===== src/sv/c3r_pkg.sv =====
// shared types and constants for the 3x3 convolution layer with relu
package c3r_pkg;

    // command codes carried on the slave tuser
    typedef enum logic [1:0] {
        CMD_LOAD_WEIGHT = 2'd0,
        CMD_LOAD_BIAS   = 2'd1,
        CMD_LOAD_PIXEL  = 2'd2,
        CMD_COMPUTE     = 2'd3
    } cmd_code_t;

    // input beat layout
    localparam int CMD_W      = 2;
    localparam int WIDX_W     = 11;
    localparam int POS_W      = 4;
    localparam int CH_W       = 4;
    localparam int VAL_W      = 16;
    localparam int WIDX_LSB   = 0;
    localparam int ROW_LSB    = WIDX_LSB + WIDX_W;
    localparam int COL_LSB    = ROW_LSB + POS_W;
    localparam int CH_LSB     = COL_LSB + POS_W;
    localparam int VAL_LSB    = CH_LSB + CH_W;
    localparam int S_TDATA_W  = 40;

    // output beat layout
    localparam int OCH_W      = 4;
    localparam int ACT_W      = 15;
    localparam int M_PAD_W    = 5;
    localparam int M_TDATA_W  = OCH_W + ACT_W + M_PAD_W;

    // fixed point
    localparam int FRAC_BITS  = 10;
    localparam int PROD_W     = 2 * VAL_W;

    typedef enum logic [2:0] {
        ST_IDLE,
        ST_ERR_OUT,
        ST_OC_INIT,
        ST_BIAS,
        ST_MAC,
        ST_DRAIN,
        ST_EMIT
    } ctrl_state_t;

    // controller to datapath
    typedef struct packed {
        logic wr_weight;
        logic wr_bias;
        logic wr_pixel;
        logic start;
        logic oc_init;
        logic acc_load;
        logic issue;
        logic next_oc;
        logic out_load;
        logic out_err;
    } dp_cmd_t;

    // datapath to controller
    typedef struct packed {
        logic pos_ok;
        logic last_step;
        logic last_oc;
        logic pipe_busy;
    } dp_sts_t;

endpackage


===== src/sv/c3r_ctrl.sv =====
// controller state machine: sequences loads, per-channel mac runs and result beats
module c3r_ctrl
(
    input  logic               clk,
    input  logic               rst_n,
    input  logic               s_axis_tvalid,
    output logic               s_axis_tready,
    input  logic [1:0]         s_axis_tuser,
    output logic               m_axis_tvalid,
    input  logic               m_axis_tready,
    input  c3r_pkg::dp_sts_t   sts,
    output c3r_pkg::dp_cmd_t   cmd
);
    import c3r_pkg::*;

    ctrl_state_t state_reg;
    ctrl_state_t state_next;
    logic        valid_reg;
    logic        valid_next;
    logic        in_acc;
    logic        out_free;
    cmd_code_t   code;

    assign code          = cmd_code_t'(s_axis_tuser);
    assign s_axis_tready = (state_reg == ST_IDLE);
    assign in_acc        = s_axis_tvalid && s_axis_tready;
    assign out_free      = !valid_reg || m_axis_tready;
    assign m_axis_tvalid = valid_reg;

    always_comb
    begin
        state_next = state_reg;
        unique case (state_reg)
            ST_IDLE:
            begin
                if (in_acc && code == CMD_COMPUTE)
                begin
                    state_next = sts.pos_ok ? ST_OC_INIT : ST_ERR_OUT;
                end
            end
            ST_ERR_OUT:
            begin
                if (out_free)
                begin
                    state_next = ST_IDLE;
                end
            end
            ST_OC_INIT: state_next = ST_BIAS;
            ST_BIAS:    state_next = ST_MAC;
            ST_MAC:
            begin
                if (sts.last_step)
                begin
                    state_next = ST_DRAIN;
                end
            end
            ST_DRAIN:
            begin
                if (!sts.pipe_busy)
                begin
                    state_next = ST_EMIT;
                end
            end
            ST_EMIT:
            begin
                if (out_free)
                begin
                    state_next = sts.last_oc ? ST_IDLE : ST_OC_INIT;
                end
            end
            default: state_next = ST_IDLE;
        endcase
    end

    always_comb
    begin
        cmd = '0;
        unique case (state_reg)
            ST_IDLE:
            begin
                cmd.wr_weight = in_acc && (code == CMD_LOAD_WEIGHT);
                cmd.wr_bias   = in_acc && (code == CMD_LOAD_BIAS);
                cmd.wr_pixel  = in_acc && (code == CMD_LOAD_PIXEL);
                cmd.start     = in_acc && (code == CMD_COMPUTE);
            end
            ST_ERR_OUT:
            begin
                cmd.out_load = out_free;
                cmd.out_err  = 1'b1;
            end
            ST_OC_INIT: cmd.oc_init  = 1'b1;
            ST_BIAS:    cmd.acc_load = 1'b1;
            ST_MAC:     cmd.issue    = 1'b1;
            ST_DRAIN:   cmd          = '0;
            ST_EMIT:
            begin
                cmd.out_load = out_free;
                cmd.next_oc  = out_free && !sts.last_oc;
            end
            default:    cmd          = '0;
        endcase
    end

    always_comb
    begin
        valid_next = valid_reg;
        if (cmd.out_load)
        begin
            valid_next = 1'b1;
        end
        else if (m_axis_tready)
        begin
            valid_next = 1'b0;
        end
    end

    always_ff @(posedge clk or negedge rst_n)
    begin
        if (!rst_n)
        begin
            state_reg <= ST_IDLE;
            valid_reg <= 1'b0;
        end
        else
        begin
            state_reg <= state_next;
            valid_reg <= valid_next;
        end
    end

endmodule


===== config.mk =====
export PLATFORM = sky130hd
export DESIGN_NAME = c3r_ctrl
export DESIGN_NICKNAME = d
export VERILOG_FILES = /design/src/sv/c3r_pkg.sv /design/src/sv/c3r_ctrl.sv
export SDC_FILE = /design/constraint.sdc
export NUM_CORES = 1
export LEC_CHECK = 0
export ABC_AREA = 1
export ABC_CLOCK_PERIOD_IN_PS = 1700
export BUFFER_PORTS_ARGS = -buffer_cell sky130_fd_sc_hd__buf_2
export CAP_MARGIN = 20
export CORE_AREA = 2 2 39 41
export CTS_CLUSTER_DIAMETER = 80
export DETAILED_ROUTE_END_ITERATION = 8
export DIE_AREA = 0 0 41 43
export GPL_ROUTABILITY_DRIVEN = 0
export HOLD_SLACK_MARGIN = 0.05
export RECOVER_POWER = 50
export SLEW_MARGIN = 40
export SYNTH_ARGS = -nofsm -noshare
export SYNTH_HDL_FRONTEND = slang
export SYNTH_SLANG_ARGS = --single-unit

===== constraint.sdc =====
create_clock -name clk -period 1.7 [get_ports clk]
set_input_delay 0.425 -clock clk [delete_from_list [all_inputs] [get_ports clk]]
set_output_delay 0.425 -clock clk [all_outputs]
set_load 0.005 [all_outputs]

==> impl_metrics.env, run 1 <==
export IMPL_tightest_slew_ns=0.349
export IMPL_path_clk_slew_ns=0.04
export IMPL_cp_depth=6
export IMPL_initialDrtViolationCount=2
export IMPL_syn_area_sq_um=412
export IMPL_required_ns=1.27
export IMPL_hold_class="input port to flop"
export IMPL_drcViolationCount=0
export IMPL_finalNetCount=110
export IMPL_io_pins=22
export IMPL_antenna_found_initial=0
export IMPL_hpwl_um=761
export IMPL_synthFlopType="dfrtp_1"
export IMPL_syn_inst=69
export IMPL_cp_slowest_stage_delay_ns=0.45
export IMPL_grt_max_degree=9
export IMPL_syn_avg_cell_area_sq_um=5.97
export IMPL_hold_worst_slack_ns=0.417
export IMPL_ant_nets=0
export IMPL_slew_headroom_pct=76.7
export IMPL_first_global_vias=422
export IMPL_dieHeight_um=43
export IMPL_fp_row_count=14
export IMPL_status="finished clean"
export IMPL_startpoint="state_reg[1]"
export IMPL_antenna_cells=0
export IMPL_grt_pass1_wl_um=1510
export IMPL_synthDistinctLibCells=17
export IMPL_setup_ws_ns=0.0183
export IMPL_hold_viol=0
export IMPL_largest_register_ff_count=3
export IMPL_clock_sinks=4
export IMPL_rsz0062_at_grt="yes"
export IMPL_final_seq_area_sq_um=104
export IMPL_cp_slowest_cell="dfrtp_2"
export IMPL_r2r_start="state_reg[2]"
export IMPL_cts_tree="done"
export IMPL_initial_core_util_pct=29.7
export IMPL_path_delay_family="flip-flops"
export IMPL_viasPerCell=4.56
export IMPL_fin_crit_ns=1.68
export IMPL_instances_no_fill=114
export IMPL_crit_arrival_ns=1.26
export IMPL_dieArea_sq_um=1760
export IMPL_numCtsBuffers=3
export IMPL_fmax_mhz=595
export IMPL_synth_area_leaders="dfrtp_1 (24%), nand2_1 (16%), nand3_1 (12%), inv_1 (9.1%), nor2_1 (7.3%)"
export IMPL_drtPass1Iterations=3
export IMPL_grt_overflow=0
export IMPL_path_cells="inv_4 > nand2_2 > nor2_4 > nand2_4 > nor3_1 > buf_2"
export IMPL_yosys_area_top_type="dfrtp_1"
export IMPL_rr_worst_depth=8
export IMPL_path_max_fanout=4
export IMPL_leakage_nw=0.382
export IMPL_crit_end="cmd[9]"
export IMPL_cts_buffer_depth=2
export IMPL_layout_drive_gt1_share_pct=44.9
export IMPL_ff2ff_setup_slack_ns=0.43
export IMPL_multi_input_area_sq_um=255
export IMPL_cts_root_buffer="clkbuf_4"
export IMPL_n_fill_cell=148
export IMPL_r2r_end="state_reg[2]"
export IMPL_setup_viol=0
export IMPL_synth_top_area_share_pct=24.3
export IMPL_place_inst=105
export IMPL_drv_cap=0
export IMPL_finClkSkew_ns=0.00165
export IMPL_synth_edf_count=0
export IMPL_crit_path_end_kind="output pin"
export IMPL_die_x_um=41
export IMPL_cp_num_buf_inv=2
export IMPL_fin_crit_sh_pct=98.9
export IMPL_wire_per_inst_um=9.06
export IMPL_grt_usage_pct=12.3
export IMPL_use_met1_pct=14.7
export IMPL_place_ws_ns=0.161
export IMPL_synth_fp_nets=79
export IMPL_drt_total_wl_um=1030
export IMPL_port_buffers=21
export IMPL_final_max_slew_violation_count=0
export IMPL_coreArea_sq_um=1380
export IMPL_via_count=520
export IMPL_ys_seq_elements=4
export IMPL_crit_type="flop to output pin"
export IMPL_grtUsageMet2_pct=20.3
export IMPL_htreeDepth=1
export IMPL_clock_latency_ns=0.23
export IMPL_synth_warnings=0
export IMPL_vdd_ir_drop_max_mv=0.577
export IMPL_use_met3_pct=3.14
export IMPL_ys_seq_area_share_pct=24.3
export IMPL_critPathLaunchType="flop"
export IMPL_ys_async_sr_fraction_pct=100
export IMPL_grt_busiest_layer="met2"
export IMPL_power_total_mw=0.908
export IMPL_powerDensity_nw_per_um2=1470
export IMPL_syn_to_final_growth_pct=49.8
-- cell usage after synthesis (2+ instances only) --
cell	n
nand2_1	17
nand3_1	10
o21ai_0	2
buf_6	2
nor2_2	3
inv_1	10
dfrtp_1	4
nor3_1	4
nor2_1	8
nand2_2	2
-- kinds of logic after synthesis --
logic type,count (synthesis),synth area share (%)
AO/OA/AOI/OAI,4,5.77
buffers and inverters,15,18.5
flip-flops,4,24.3
AND/OR/NAND/NOR,46,51.4
-- metrics by stage --
step / util [%] / area, sq um / setup TNS (ns)
finish: 44.6 / 617 / 0
global route: 44.6 / 617 / -0.151
CTS: 42.0 / 581 / 0
detailed placement: 37.7 / 522 / 0
global placement: 37.7 / 522 / 0
floorplan: - / 412 / 0
-- where the power goes --
part           switching (mW)  internal [mW]
Sequential             0.0645          0.142
Combinational           0.317          0.272
Clock                  0.0344         0.0786
-- worst min-delay path by stage --
stage | from | endpoint | depth (start not counted)
after detailed placement | rst_n | m_axis_tvalid | 1
after floorplan | rst_n | m_axis_tvalid | 0
final | m_axis_tready | m_axis_tvalid | 2
after global routing | m_axis_tready | m_axis_tvalid | 2
after global placement | rst_n | m_axis_tvalid | 1
after CTS | m_axis_tready | m_axis_tvalid | 2
-- layout make-up --
class	count	area share, %
flip-flops and latches	4	16.8
well taps	16	3.25
inverters	12	7.91
repair buffers	29	27.0
clock buffers	3	3.65
multi-input cells	50	41.4
-- per-layer routing --
| metal | vias up | part of all wire, % | wire (um) |
|---|---|---|---|
| met4 | 0 | 0 | 0 |
| met2 | 16 | 51 | 523 |
| met3 | 0 | 5.8 | 60 |
| li1 | 275 | - | - |
| met5 | - | 0 | 0 |
| met1 | 229 | 43 | 448 |
-- what timing repair did --
item,CTS,global route
resized for setup,5,4
hold buffers,1,0
hold endpoints to repair,4,0
buffers inserted,2,3
endpoints found under the setup margin,5,4
-- layout by cell type (no fill, tap or decap) --
cell	netlist	routed
buf_4	1	7
inv_4	0	1
inv_2	1	1
nor2_4	0	2
nor3_1	4	3
clkbuf_4	0	3
dlygate4sd3_1	0	1
nand3_1	10	10
clkbuf_1	0	1
nand3_2	1	1
nor3_2	0	1
dfrtp_1	4	1
inv_1	10	9
nand2_2	2	1
clkinv_2	1	1
nor2_2	3	1
o21ai_0	2	2
a21oi_1	1	1
nand2_4	0	1
buf_2	0	20
nand4_1	1	1
dfrtp_2	0	3
o21ai_2	1	1
nor2_1	8	8
nand2_1	17	17
-- worst register-to-register path, stage by stage, from the launching register on --
cell     delay [ns]
dfrtp_2        0.44
buf_4          0.17
nand2_1        0.09
nor2_1         0.05
nand2_1        0.09
nand2_1        0.07
nor2_2         0.12
nand3_1        0.09
nand2_1        0.08
(Power assumes the default switching activity.)
==> run 2, diff against run 1 <==
--- a/config.mk
+++ b/config.mk
@@ -16,6 +16,7 @@
 export GPL_ROUTABILITY_DRIVEN = 0
 export HOLD_SLACK_MARGIN = 0.05
 export RECOVER_POWER = 50
+export REMOVE_ABC_BUFFERS = 1
 export SLEW_MARGIN = 40
 export SYNTH_ARGS = -nofsm -noshare
 export SYNTH_HDL_FRONTEND = slang
==> impl_metrics.env, run 2 (synthesis gave the netlist of run 1 again) <==
export IMPL_required_ns=1.27
export IMPL_port_buffers=21
export IMPL_io_pins=22
export IMPL_crit_path_end_kind="output pin"
export IMPL_dieHeight_um=43
export IMPL_grt_busiest_layer="met2"
export IMPL_hpwl_um=856
export IMPL_layout_drive_gt1_share_pct=48.5
export IMPL_leakage_nw=0.395
export IMPL_grt_overflow=0
export IMPL_use_met3_pct=6.28
export IMPL_syn_to_final_growth_pct=59.0
export IMPL_path_max_fanout=4
export IMPL_first_global_vias=474
export IMPL_drcViolationCount=0
export IMPL_power_total_mw=0.985
export IMPL_critPathLaunchType="flop"
export IMPL_coreArea_sq_um=1380
export IMPL_viasPerCell=4.67
export IMPL_powerDensity_nw_per_um2=1510
export IMPL_antenna_found_initial=0
export IMPL_tightest_slew_ns=0.307
export IMPL_setup_ws_ns=0.0470
export IMPL_n_fill_cell=149
export IMPL_fin_crit_ns=1.65
export IMPL_fmax_mhz=605
export IMPL_cts_root_buffer="clkbuf_4"
export IMPL_slew_headroom_pct=79.4
export IMPL_layout_commonest_cell="buf_2"
export IMPL_antenna_cells=0
export IMPL_grt_usage_pct=15.1
export IMPL_clock_latency_ns=0.23
export IMPL_rsz0062_at_grt="yes"
export IMPL_hold_worst_slack_ns=0.402
export IMPL_htreeDepth=1
export IMPL_vdd_ir_drop_max_mv=0.537
export IMPL_largest_register_ff_count=3
export IMPL_fin_crit_sh_pct=97.2
export IMPL_drv_cap=0
export IMPL_finalNetCount=113
export IMPL_grt_pass1_wl_um=1760
export IMPL_fp_row_count=14
export IMPL_grtUsageMet2_pct=24.7
export IMPL_final_max_slew_violation_count=0
export IMPL_cts_tree="done"
export IMPL_ant_nets=0
export IMPL_mostFrequentLayoutCells="buf_2 (19), nand2_1 (15)"
export IMPL_via_count=546
export IMPL_hold_viol=0
export IMPL_dieArea_sq_um=1760
export IMPL_clock_sinks=4
export IMPL_drtPass1Iterations=4
export IMPL_numCtsBuffers=3
export IMPL_setup_viol=0
export IMPL_initialDrtViolationCount=11
export IMPL_finClkSkew_ns=0.0000473
export IMPL_crit_type="flop to output pin"
export IMPL_path_clk_slew_ns=0.04
export IMPL_drt_total_wl_um=1180
export IMPL_place_inst=105
export IMPL_fin_tns_setup_ns=0
export IMPL_status="finished clean"
export IMPL_cts_buffer_depth=2
export IMPL_wire_per_inst_um=10.1
export IMPL_initial_core_util_pct=29.7
export IMPL_crit_arrival_ns=1.23
export IMPL_die_x_um=41
export IMPL_place_ws_ns=0.147
export IMPL_use_met1_pct=15.9
export IMPL_hold_class="input port to flop"
export IMPL_instances_no_fill=117
export IMPL_grt_max_degree=10
run 2: changes by cell type in the layout (fill, tap and decap cells not counted), sizes merged:
cell    delta
clkbuf     +1
buf        +2
run 2: what timing repair did:
action / CTS / global route
setup buffers: 4 / 4
endpoints found under the setup margin: 5 / 6
endpoints found under the hold margin: 4 / 0
pin swaps: 2 / 3
hold buffers: 1 / 0
gates resized for setup: 6 / 8
run 2: routing by layer:
metal  wire length (um)  vias to the layer above
met4                 10                        0
met2                598                       20
met1                493                      243
li1                   -                      281
met5                  0                        -
met3                 78                        2
run 2: power breakdown:
group	switching [mW]	internal (mW)
logic	0.337	0.316
clock network	0.0395	0.0790
registers	0.0725	0.141
total	0.449	0.536
run 2: metrics by stage:
stage / util, % / instance area [sq um]
after detailed placement: 37.7 / 522
after global routing: 47.3 / 654
after floorplan: - / 382
final: 47.3 / 654
after global placement: 37.7 / 522
after CTS: 43.7 / 604
run 2: critical path, stage by stage (launching register included):
cell      delay (ns)
dfrtp_2         0.44
clkinv_2        0.07
nand2_2         0.06
nor2_4          0.12
nand2_4         0.08
nor3_2          0.09
buf_2           0.13
run 2: worst paths after layout:
path                                from             to  slack, ns  cells past startpoint
setup / recovery            state_reg[2]         cmd[7]       0.05                      6
hold / removal             m_axis_tready  m_axis_tvalid       0.40                      2
setup reg to reg            state_reg[2]   state_reg[0]       0.38                      7
hold reg to reg            m_axis_tvalid  m_axis_tvalid       0.55                      2
max in group asynchronous          rst_n   state_reg[2]       0.94                      2
min in group asynchronous          rst_n  m_axis_tvalid       0.56                      2
run 2: cell type report:
type / count / area (sq um) / share of cell area [%]
clock buffer: 3 / 22.5 / 3.44
inverter: 12 / 48.8 / 7.46
multi-input combinational: 50 / 268 / 40.9
sequential: 4 / 104 / 15.9
tap: 16 / 20.0 / 3.06
timing repair buffer: 32 / 191 / 29.3
==> run 3, diff against run 2 <==
--- a/config.mk
+++ b/config.mk
@@ -17,7 +17,7 @@
 export HOLD_SLACK_MARGIN = 0.05
 export RECOVER_POWER = 50
 export REMOVE_ABC_BUFFERS = 1
-export SLEW_MARGIN = 40
+export SLEW_MARGIN = 20
 export SYNTH_ARGS = -nofsm -noshare
 export SYNTH_HDL_FRONTEND = slang
 export SYNTH_SLANG_ARGS = --single-unit
==> constraint.sdc (replaced) <==
create_clock -name clk -period 1.7 [get_ports clk]
set_input_delay 0.255 -clock clk [delete_from_list [all_inputs] [get_ports clk]]
set_output_delay 0.255 -clock clk [all_outputs]
set_load 0.005 [all_outputs]
==> impl_metrics.env, run 3 (synthesis gave the netlist of run 1 again) <==
export IMPL_layout_commonest_cell="buf_2"
export IMPL_fin_crit_sh_pct=93.5
export IMPL_drv_cap=0
export IMPL_final_max_slew_violation_count=0
export IMPL_die_x_um=41
export IMPL_initial_core_util_pct=29.7
export IMPL_slew_headroom_pct=80.5
export IMPL_port_buffers=21
export IMPL_drtPass1Iterations=1
export IMPL_largest_register_ff_count=3
export IMPL_fin_tns_setup_ns=0
export IMPL_clock_sinks=4
export IMPL_hold_class="input port to flop"
export IMPL_antenna_cells=0
export IMPL_crit_arrival_ns=1.34
export IMPL_grt_max_degree=14
export IMPL_required_ns=1.44
export IMPL_grt_usage_pct=13.0
export IMPL_drt_total_wl_um=947
export IMPL_hold_viol=0
export IMPL_fp_row_count=14
export IMPL_io_pins=22
export IMPL_drcViolationCount=0
export IMPL_mostFrequentLayoutCells="buf_2 (18), nand2_1 (17), nand3_1 (11)"
export IMPL_power_total_mw=0.785
export IMPL_cts_buffer_depth=2
export IMPL_clock_latency_ns=0.23
export IMPL_path_clk_slew_ns=0.04
export IMPL_cts_tree="done"
export IMPL_leakage_nw=0.330
export IMPL_htreeDepth=1
export IMPL_finalNetCount=103
export IMPL_via_count=486
export IMPL_grt_overflow=0
export IMPL_crit_type="flop to output pin"
export IMPL_critPathLaunchType="flop"
export IMPL_crit_path_end_kind="output pin"
export IMPL_finClkSkew_ns=0.000535
export IMPL_setup_ws_ns=0.110
export IMPL_post_cts_buffers=0
export IMPL_coreArea_sq_um=1380
export IMPL_fmax_mhz=629
export IMPL_path_max_fanout=10
export IMPL_place_ws_ns=0.259
export IMPL_syn_to_final_growth_pct=32.8
export IMPL_antenna_found_initial=0
export IMPL_tightest_slew_ns=0.292
export IMPL_first_global_vias=397
export IMPL_grt_pass1_wl_um=1580
export IMPL_numCtsBuffers=3
export IMPL_setup_viol=0
export IMPL_ant_nets=0
export IMPL_dieArea_sq_um=1760
export IMPL_cts_root_buffer="clkbuf_4"
export IMPL_rsz0062_at_grt="no"
export IMPL_fin_crit_ns=1.59
export IMPL_wire_per_inst_um=8.85
export IMPL_vdd_ir_drop_max_mv=0.519
export IMPL_viasPerCell=4.54
export IMPL_initialDrtViolationCount=0
export IMPL_powerDensity_nw_per_um2=1440
export IMPL_hpwl_um=763
export IMPL_dieHeight_um=43
export IMPL_status="finished clean"
export IMPL_layout_drive_gt1_share_pct=36.3
## run 3: area by class of cell
class                      instances  area (sq um)
timing repair buffer              22           111
fill                             165           837
sequential                         4           104
multi-input combinational         50           240
tap                               16          20.0
clock buffer                       3          22.5
inverter                          12          48.8
## run 3: critical path, stage by stage (launching register included)
cell	delay, ns
dfrtp_2	0.48
clkinv_2	0.09
nand2_2	0.07
nor2_4	0.11
nand2_2	0.09
nor3_1	0.13
buf_2	0.14
## run 3: what timing repair did
item                                   in CTS  in global routing
endpoints found under the hold margin       4                  0
hold buffers                                1                  0
resized for setup                           0                  6
setup endpoints to repair                   0                  5
## run 3: stage by stage
step / std cells / instance area [sq um] / hold WS (ns) / util (%)
6_report: 107 / 547 / 0.258 / 39.5
3_3_place_gp: 103 / 507 / 0.0610 / 36.6
4_1_cts: 107 / 539 / 0.250 / 39.0
2_1_floorplan: 66 / 382 / -0.0406 / -
3_5_place_dp: 103 / 507 / 0.0605 / 36.6
5_1_grt: 107 / 547 / 0.257 / 39.5
## run 3: layer usage
layer	track usage (%)	wire [um]	share of wire [%]
met1	16.8	416	44
met2	20.3	449	47
met3	3.14	82	8.7
met4	4.00	0	0
met5	0	0	0
## run 3: worst paths after layout
path                       depth (start not counted)             to  slack (ns)     startpoint
max in group asynchronous                          2   state_reg[1]        1.13          rst_n
setup / recovery                                   6         cmd[9]        0.11   state_reg[2]
setup reg to reg                                   7   state_reg[0]        0.52   state_reg[2]
min in group asynchronous                          2  m_axis_tvalid        0.38          rst_n
hold / removal                                     2  m_axis_tvalid        0.26  m_axis_tready
hold reg to reg                                    2  m_axis_tvalid        0.58  m_axis_tvalid
## run 3: report_power, final
group | internal [mW] | leakage (nW) | total (mW) | switching [mW]
combinational | 0.181 | 0.269 | 0.437 | 0.256
sequential | 0.141 | 0.0470 | 0.233 | 0.0920
clock | 0.0787 | 0.0138 | 0.114 | 0.0353
total | 0.401 | 0.330 | 0.785 | 0.383
